$ cat src/hdl/tbnm_pkg.sv
// shared types and constants for the timestamp buffer with nearest-time lookup
package tbnm_pkg;

    localparam int DEPTH  = 64;
    localparam int IDX_W  = $clog2(DEPTH);
    localparam int CNT_W  = $clog2(DEPTH + 1);
    localparam int TIME_W = 40;
    localparam int HND_W  = 32;
    localparam int CFG_W  = 32;
    localparam int ENT_W  = 7;

    localparam logic [1:0] MODE_ADD    = 2'd0;
    localparam logic [1:0] MODE_QUERY  = 2'd1;
    localparam logic [1:0] MODE_DELETE = 2'd2;

    localparam logic [1:0] STAT_OK    = 2'd0;
    localparam logic [1:0] STAT_EMPTY = 2'd1;
    localparam logic [1:0] STAT_DROP  = 2'd2;

    localparam logic CFG_SPAN_LIMIT  = 1'b0;
    localparam logic CFG_KEEP_WINDOW = 1'b1;

    typedef struct packed {
        logic [1:0]        mode;
        logic [TIME_W-1:0] time_ms;
        logic [HND_W-1:0]  handle;
    } t_in_item;

    typedef struct packed {
        logic [HND_W-1:0] match_handle;
        logic [1:0]       status;
        logic [ENT_W-1:0] entries;
    } t_out_item;

    typedef struct packed {
        logic [TIME_W-1:0] time_ms;
        logic [HND_W-1:0]  handle;
    } t_entry;

    typedef struct packed {
        logic             shift;
        logic             rotate;
        logic             wr_en;
        logic [IDX_W-1:0] wr_pos;
        logic [IDX_W-1:0] last_pos;
        t_entry           wr_entry;
    } t_chain_ctl;

endpackage

$ cat src/hdl/tbnm_cell.sv
// one storage cell of the entry chain, ordered oldest first
module tbnm_cell (
    input  logic                     i_clk,
    input  logic [tbnm_pkg::IDX_W-1:0] i_pos,
    input  tbnm_pkg::t_chain_ctl     i_ctl,
    input  tbnm_pkg::t_entry         i_next,
    input  tbnm_pkg::t_entry         i_head,
    output tbnm_pkg::t_entry         o_entry
);

    tbnm_pkg::t_entry r_entry;
    tbnm_pkg::t_entry n_entry;

    always_comb begin
        n_entry = r_entry;
        if (i_ctl.wr_en && (i_pos == i_ctl.wr_pos)) begin
            n_entry = i_ctl.wr_entry;
        end else if (i_ctl.rotate && (i_pos == i_ctl.last_pos)) begin
            n_entry = i_head;
        end else if (i_ctl.shift || i_ctl.rotate) begin
            n_entry = i_next;
        end
    end

    always_ff @(posedge i_clk) begin
        r_entry <= n_entry;
    end

    assign o_entry = r_entry;

endmodule

$ cat config.mk
export PLATFORM = sky130hd
export DESIGN_NAME = tbnm_cell
export DESIGN_NICKNAME = d
export VERILOG_FILES = /design/src/hdl/tbnm_pkg.sv /design/src/hdl/tbnm_cell.sv
export SDC_FILE = /design/constraint.sdc
export NUM_CORES = 1
export LEC_CHECK = 0
export BUFFER_PORTS_ARGS = -buffer_cell sky130_fd_sc_hd__buf_2
export CORE_AREA = 2 2 120 122
export CTS_CLUSTER_SIZE = 30
export DETAILED_ROUTE_END_ITERATION = 7
export DIE_AREA = 0 0 122 124
export GPL_TIMING_DRIVEN = 0
export HOLD_SLACK_MARGIN = 0.1
export PLACE_DENSITY = 0.69
export REMOVE_ABC_BUFFERS = 1
export SLEW_MARGIN = 20
export SYNTH_ARGS = -nofsm -noshare
export SYNTH_HDL_FRONTEND = slang
export SYNTH_SLANG_ARGS = --single-unit
export TNS_END_PERCENT = 100
$ cat constraint.sdc
create_clock -name i_clk -period 4.3 [get_ports i_clk]
set_input_delay 0.215 -clock i_clk [delete_from_list [all_inputs] [get_ports i_clk]]
set_output_delay 0.215 -clock i_clk [all_outputs]
set_load 0.01 [all_outputs]
* After elaboration in Yosys (flattened, before gate mapping)
Index checks and enable logic that the tools add are counted.
Storage, ports and cells: register bits after elaboration 72, latch bits 0, memory bits (writable) 0, ROM bits 0, input port bits 238, output and inout port bits 72, word-level logic and storage cells 11, memories 0
Operators by class: $add $sub $neg 0, $mul 0, div/mod/pow operators 0, magnitude comparators 0, equal/unequal tests 2, shift-type cells 0, mux-type cells 3, bitwise operators 0, reductions and logical operators 4
Operator list (count):
- $mux 72 | 3
- $eq 6x6->1 | 2
- $reduce_bool 3->1 | 1
- $logic_and 1x1->1 | 2
- $logic_or 1x1->1 | 1

* Depth between registers and ports, before layout
Gate-level depths: netlist (run 1).
word-level depth 4, mapped depth 6

* Worst setup path before layout (run 1)
Ideal clock, no wire load.
kind input to register, start input i_ctl[78] in the netlist's numbering, end register r_entry (netlist bit o_entry[0]), enable pin, arrival time 2.881 ns, slack 0.987 ns, cell stages on the path 6, buffers on the path 2, cells stage by stage xnor2_1 -> nand4_1 -> or2_2 -> clkbuf_1 -> clkbuf_1 -> nand2_1
On the way: longest elaborated chain between the ends 3
RTL lines:
- start: declaration | line tbnm_cell.sv:5 | input tbnm_pkg::t_chain_ctl i_ctl,
- $eq 6x6->1 | line tbnm_cell.sv:16 | if (i_ctl.wr_en && (i_pos == i_ctl.wr_pos)) begin
- $logic_and 1x1->1 | line tbnm_cell.sv:16
- $reduce_bool 3->1 (no source line)
- end signal: assignment | line tbnm_cell.sv:26 | r_entry <= n_entry;
- end: declaration | line tbnm_cell.sv:11 | tbnm_pkg::t_entry r_entry;
Every way passes these cells. A chain may end at the register's enable or synchronous reset.

* Worst setup path in the final report (run 1)
start input i_ctl[78] in the netlist's numbering, end register r_entry (netlist bit o_entry[44]), enable pin
Same word-level chain as after synthesis.

==> out/metrics.cfg, run 1 <==
[status]
outcome = complete, no violations

[synthesis]
synth_cells = 522
synthArstFlopShare_pct = 0
synth.avg_cell_area_um2 = 8.62
ys_types = 18
netlist_area_um2 = 4500
synth_ff_type = edfxtp_1
synth_seq_cells = 72
ys_seq_area_share_pct = 48.0
yosysWarnings = 0
synth_edf_count = 72

[critical_path]
cp_common_cell = buf_6
max_stage_delay_ns = 0.46
path_cells = buf_2 -> xnor2_1 -> nand4_1 -> buf_6 -> buf_6 -> buf_8 -> or2_4 -> nand2_4 -> buf_12
cp_top_family = simple AND/OR/NAND/NOR gates
crit_fanout = 38
crit_path_top_delay_cell = nand2_4
critical_path_arrival_ns = 2.76
critPathLaunchType = input port
critPathBufInv = 5
critical_path_class = in2reg
required_ns = 4.31
end_kind = flop

[cells_and_area]
finalNetCount = 1034
nFillCells = 1398
fin_cells = 981
layout-drive-gt1-share_pct = 42.1
insertedDiodeCount = 0
layout_common_cells = buf_2 (309), o21ai_0 (72), nor3_1 (72), a31oi_1 (72), edfxtp_1 (72)
final_common_cell = buf_2
syn2layout_area_growth_pct = 45.3
largest_reg_flops = 72

[clock_tree]
path_clk_slew_ns = 0.06
root_buffer = clkbuf_16
clock_sinks = 72
hold_buffers = 0
htreeDepth = 3
cts_tree = built
postCtsSetupRepairBufs = 0
cts_resized = 0
numCtsBuffers = 9
clk_path_buf_depth = 2

[sta]
slew-limit-headroom_pct = 26.0
hold_viol_final = 0
max_freq_mhz = 363
finalSetupViolations = 0
post-route-min-period_ns = 2.76
tns_ns = 0
fin_crit_sh_pct = 64.1
rsz0062_at_grt = no
worst_slew_pin_slew_ns = 1.11
slew_violations = 0

[global_routing]
grt_overflow = 0
grt_pass1_wl_um = 22600
antenna_found_initial = 0
grt_pass1_vias = 4467
grt_max_degree = 131
met3_usage_pct = 4.76
grt-busiest-layer = met2
grt_use_met1_pct = 22.9
use_met2_pct = 33.4
grt_usage_pct = 19.1

[floorplanning]
fp.dieH_um = 124
initial_utilization_pct = 32.8
die-width_um = 122
rows = 43
dieArea_um2 = 15100
io-pin-count = 310
fp.coreArea_um2 = 13700

[pwr]
p_leak_nw = 2.83
ir_drop_mv = 0.177
p_per_area_nw_per_um2 = 318
finalPower_mw = 2.08

[route]
drc = 0
drt-initial-drc-count = 335
wl_per_cell_um = 15.9
wl_um = 15600
vias_per_cell = 5.16
vias = 5060
dr.pass1.iters = 5
drtAntennaViolNets = 0

[place]
gp_congestion = 0.802
hpwl_um = 11000
dp_cells = 964
numPortBuffers = 309

[flow_run]
drv_cap = 0

[min_path]
holdPathEnd = o_entry[69]
min_path_type = in2reg
hold_path_depth = 3
holdCritStartpoint = i_ctl[69]

## cells by family (layout without fill, tap and decap cells)
family / count (synthesis) / in the layout / synth area share (%)
buffers and inverters: 114 / 393 / 10.2
XOR/XNOR: 12 / 12 / 2.33
AND/OR/NAND/NOR: 180 / 180 / 21.5
AO/OA/AOI/OAI: 144 / 144 / 18.0
flip-flops: 72 / 72 / 48.0
## report_power, final
part           internal [mW]  switching, mW
Clock                  0.502          0.282
Sequential             0.856         0.0166
Combinational          0.179          0.244
## synthesized netlist by cell type (2+ instances only)
cell type  number  area share (%)
a31oi_1        72              10
inv_1          58             4.8
or3_1          58             8.1
buf_6           4             1.0
o21ai_0        72             8.0
nand2_1        29             2.4
nor3_1         72             8.0
clkbuf_1       52             4.3
nand3_1         2            0.22
xnor2_1         9             1.8
xor2_1          3            0.58
nor4_1         14             1.9
edfxtp_1       72              48
## area by class of cell
| class | count | area (µm²) | share of cell area, % |
|---|---|---|---|
| tap | 180 | 225 | 3.44 |
| timing repair buffer | 319 | 1710 | 26.1 |
| clock inverter | 7 | 86.3 | 1.32 |
| multi-input combinational | 336 | 1920 | 29.3 |
| sequential | 72 | 2160 | 33.1 |
| inverter | 58 | 218 | 3.33 |
| clock buffer | 9 | 225 | 3.44 |
## layer usage
metal  vias up  routed length [µm]
li1       2466                   -
met1      2316                6170
met2       254                7720
met3        24                1380
met4         0                 327
met5         -                   0
## tightest hold or removal path: stages
cell and delay (ns):
buf_2 0.08, nor3_1 0.04, a31oi_1 0.12
## worst max-delay path by stage
stage	from	depth (start not counted)	slack, ns	end
after floorplan	i_ctl[79]	4	-0.84	o_entry[0]
after global placement	i_ctl[79]	5	-3.85	o_entry[44]
after detailed placement	i_ctl[78]	9	1.22	o_entry[44]
after CTS	i_ctl[78]	9	1.57	o_entry[44]
after global routing	i_pos[1]	9	1.43	o_entry[41]
final	i_ctl[78]	9	1.54	o_entry[44]
## stage by stage
stage                     setup slack [ns]  util (%)  area, µm²  hold slack [ns]
after floorplan                     -0.839         -       4260            0.475
after global routing                  1.43      47.7       6540            0.241
after CTS                             1.57      47.5       6520            0.229
after detailed placement              1.22      45.3       6210            0.572
after global placement               -3.85      44.0       6030            0.576
final                                 1.54      47.7       6540            0.244
Power figures use the tool's default switching activity.
==> inputs of run 2 (changes only) <==
--- a/config.mk
+++ b/config.mk
@@ -5,14 +5,16 @@
 export SDC_FILE = /design/constraint.sdc
 export NUM_CORES = 1
 export LEC_CHECK = 0
+export ABC_AREA = 1
 export BUFFER_PORTS_ARGS = -buffer_cell sky130_fd_sc_hd__buf_2
-export CORE_AREA = 2 2 120 122
+export CORE_ASPECT_RATIO = 0.6
+export CORE_MARGIN = 1.5
+export CORE_UTILIZATION = 39
 export CTS_CLUSTER_SIZE = 30
 export DETAILED_ROUTE_END_ITERATION = 7
-export DIE_AREA = 0 0 122 124
 export GPL_TIMING_DRIVEN = 0
 export HOLD_SLACK_MARGIN = 0.1
-export PLACE_DENSITY = 0.69
+export PLACE_DENSITY = 0.81
 export REMOVE_ABC_BUFFERS = 1
 export SLEW_MARGIN = 20
 export SYNTH_ARGS = -nofsm -noshare
==> constraint.sdc (replaced) <==
create_clock -name i_clk -period 2.4 [get_ports i_clk]
set_input_delay 0.12 -clock i_clk [delete_from_list [all_inputs] [get_ports i_clk]]
set_output_delay 0.12 -clock i_clk [all_outputs]
set_load 0.01 [all_outputs]
==> out/metrics.cfg, run 2 <==
[status]
outcome = complete, no violations  ; unchanged

[sta]
holdWs_ns = 0.127  ; was 0.244 ns
finalSetupViolations = 0  ; unchanged
fin_crit_sh_pct = 84.7
rsz0062_at_grt = no  ; unchanged
hold_viol_final = 0  ; unchanged
post-route-min-period_ns = 2.03
worst_slew_pin_slew_ns = 0.782  ; was 1.11 ns
slew_violations = 0  ; unchanged
slew-limit-headroom_pct = 47.8  ; was 26.0%
max_freq_mhz = 492

[global_routing]
grt_pass1_wl_um = 26000  ; was 22600 µm
antenna_found_initial = 0  ; unchanged
grt_usage_pct = 25.7  ; was 19.1%
grt_overflow = 0  ; unchanged
grt_pass1_vias = 5275  ; was 4467
grt_max_degree = 73  ; was 131

[synthesis]
yosysTopAreaCell = edfxtp_1  ; unchanged
synth_ff_type = edfxtp_1  ; unchanged
synthArstFlopShare_pct = 0  ; unchanged
synth.most_common_cell = nand2_1
netlist_area_um2 = 4770  ; was 4500 µm²
synth_edf_count = 72  ; unchanged
yosys-top-cells-area = edfxtp_1 (45%), nand3_1 (15%), nand2_1 (14%)  ; was edfxtp_1 (48%), a31oi_1 (10%), or3_1 (8.1%)
yosysWarnings = 0  ; unchanged
ys_seq_area_share_pct = 45.3  ; was 48.0%
synth.avg_cell_area_um2 = 7.68  ; was 8.62 µm²
ys_top_cells_by_count = nand2_1 (179), nand3_1 (147), inv_1 (84)  ; was a31oi_1 (72), edfxtp_1 (72), nor3_1 (72), o21ai_0 (72)
synth_cells = 621  ; was 522
synth_seq_cells = 72  ; unchanged
synth_top_cell_area_share_pct = 45.3  ; was 48.0%
ys_types = 19  ; was 18

[floorplanning]
die-width_um = 146  ; was 122 µm
fp.dieH_um = 88.7  ; was 124 µm
initial_utilization_pct = 39.8  ; was 32.8%
rows = 31  ; was 43
io-pin-count = 310  ; unchanged
dieArea_um2 = 12900  ; was 15100 µm²
fp.coreArea_um2 = 12000  ; was 13700 µm²

[clock_tree]
clock_sinks = 72  ; unchanged
htreeDepth = 3  ; unchanged
postCtsSetupRepairBufs = 0  ; unchanged
numCtsBuffers = 9  ; unchanged
cts_resized = 0  ; unchanged
clk_path_buf_depth = 2  ; unchanged
cts_tree = built  ; unchanged
root_buffer = clkbuf_16  ; unchanged
hold_buffers = 68  ; was 0
path_clk_slew_ns = 0.06  ; about the same

[route]
vias = 5677  ; was 5060
dr.pass1.iters = 5  ; unchanged
vias_per_cell = 4.96  ; was 5.16
wl_per_cell_um = 15.2  ; was 15.9 µm
wl_um = 17400  ; was 15600 µm
drt-initial-drc-count = 420  ; was 335
drtAntennaViolNets = 0  ; unchanged
drc = 0  ; unchanged

[min_path]
min_path_type = in2reg  ; unchanged
holdPathEnd = o_entry[14]  ; was o_entry[69]
hold_path_depth = 3  ; unchanged
holdCritStartpoint = i_ctl[14]  ; was i_ctl[69]

[cells_and_area]
layout_common_cells = buf_2 (309), nand2_1 (178), nand3_1 (147), inv_1 (84)  ; was buf_2 (309), o21ai_0 (72), nor3_1 (72), a31oi_1 (72), edfxtp_1 (72)
largest_reg_flops = 72  ; unchanged
insertedDiodeCount = 0  ; unchanged
final_common_cell = buf_2  ; unchanged
layout-drive-gt1-share_pct = 35.2  ; was 42.1%
final_core_util_pct = 62.6  ; was 47.7%
fin_cells = 1144  ; was 981
finalNetCount = 1212  ; was 1034
final_area_um2 = 7500  ; was 6540 µm²
syn2layout_area_growth_pct = 57.3  ; was 45.3%

[pwr]
finalPower_mw = 3.77  ; was 2.08 mW
p_leak_nw = 3.81  ; was 2.83 nW
p_per_area_nw_per_um2 = 503  ; was 318 nW/µm²
ir_drop_mv = 0.289  ; was 0.177 mV

[critical_path]
critical_path_class = in2reg  ; unchanged
end_kind = flop  ; unchanged
critical_path_arrival_ns = 2.22  ; was 2.76 ns
crit_fanout = 72  ; was 38
critPathLaunchType = input port  ; unchanged
required_ns = 2.59  ; was 4.31 ns

[place]
dp_cells = 1060  ; was 964
place_area_um2 = 6530  ; was 6210 µm²
gp_congestion = 0.826  ; was 0.802
hpwl_um = 11500  ; was 11000 µm
numPortBuffers = 309  ; unchanged

[flow_run]
drv_cap = 0  ; unchanged

-- run 2: changes by cell type after synthesis, sizes merged, moves of 14 or more --
| cell | previous run | this run |
|---|---|---|
| nor3 | 72 | 1 |
| nand2 | 29 | 181 |
| o21bai | 0 | 72 |
| o21ai | 72 | 3 |
| buf | 4 | 29 |
| or3 | 58 | 0 |
| inv | 58 | 91 |
| clkbuf | 52 | 14 |
| nand3 | 2 | 148 |
| nor4 | 14 | 0 |
| a31oi | 72 | 0 |
-- run 2: cell type report --
type                            instances  area (µm²)
Tap cell                              165         206
Clock inverter                          6        60.1
Fill cell                            1017        4480
Multi-Input combinational cell        415        2080
Timing Repair Buffer                  385        2420
Inverter                               91         344
Sequential cell                        72        2160
Clock buffer                           10         229
-- run 2: where the power goes --
part           switching, mW  internal [mW]
Sequential            0.0310           1.54
Combinational          0.458          0.425
Clock                  0.521          0.800
Total                   1.01           2.76
-- run 2: through the flow --
step / setup WS [ns] / TNS (ns)
4_1_cts: 0.439 / 0
6_report: 0.367 / 0
3_3_place_gp: -2.88 / -284.24
5_1_grt: 0.190 / 0
2_1_floorplan: -0.961 / -69.21
3_5_place_dp: 0.0970 / 0
-- run 2: critical path: stages --
cell and delay, ns:
buf_2 0.12, inv_2 0.08, or2_0 0.12, nand3_1 0.08, nor2_1 0.16, nand2_4 0.31, buf_12 0.30, inv_4 0.57
nand2_1 0.17, nand2_1 0.14
-- run 2: cells by family after synthesis --
| kind of cell | synth area share, % |
|---|---|
| AOI/OAI and AO/OA | 11.9 |
| DFF | 45.3 |
| xor gates and xnor gates | 0.184 |
| buffers and inverters | 11.7 |
| and+or+nand+nor | 30.9 |
-- run 2: how the worst max path moves through the flow --
stage	cells past startpoint	slack, ns	startpoint	endpoint
finish	10	0.37	i_pos[1]	o_entry[17]
global route	10	0.19	i_pos[1]	o_entry[23]
CTS	10	0.44	i_pos[1]	o_entry[14]
detailed placement	10	0.1	i_pos[1]	o_entry[14]
global placement	7	-2.88	i_pos[1]	o_entry[35]
floorplan	6	-0.96	i_pos[1]	o_entry[0]
-- run 2: metal layers --
layer	GRT usage (%)	wire length [µm]	part of all wire, %
met4	9.83	389	2.2
met2	43.8	8450	49
met3	7.11	1760	10
met1	31.6	6790	39
met5	0	0	0
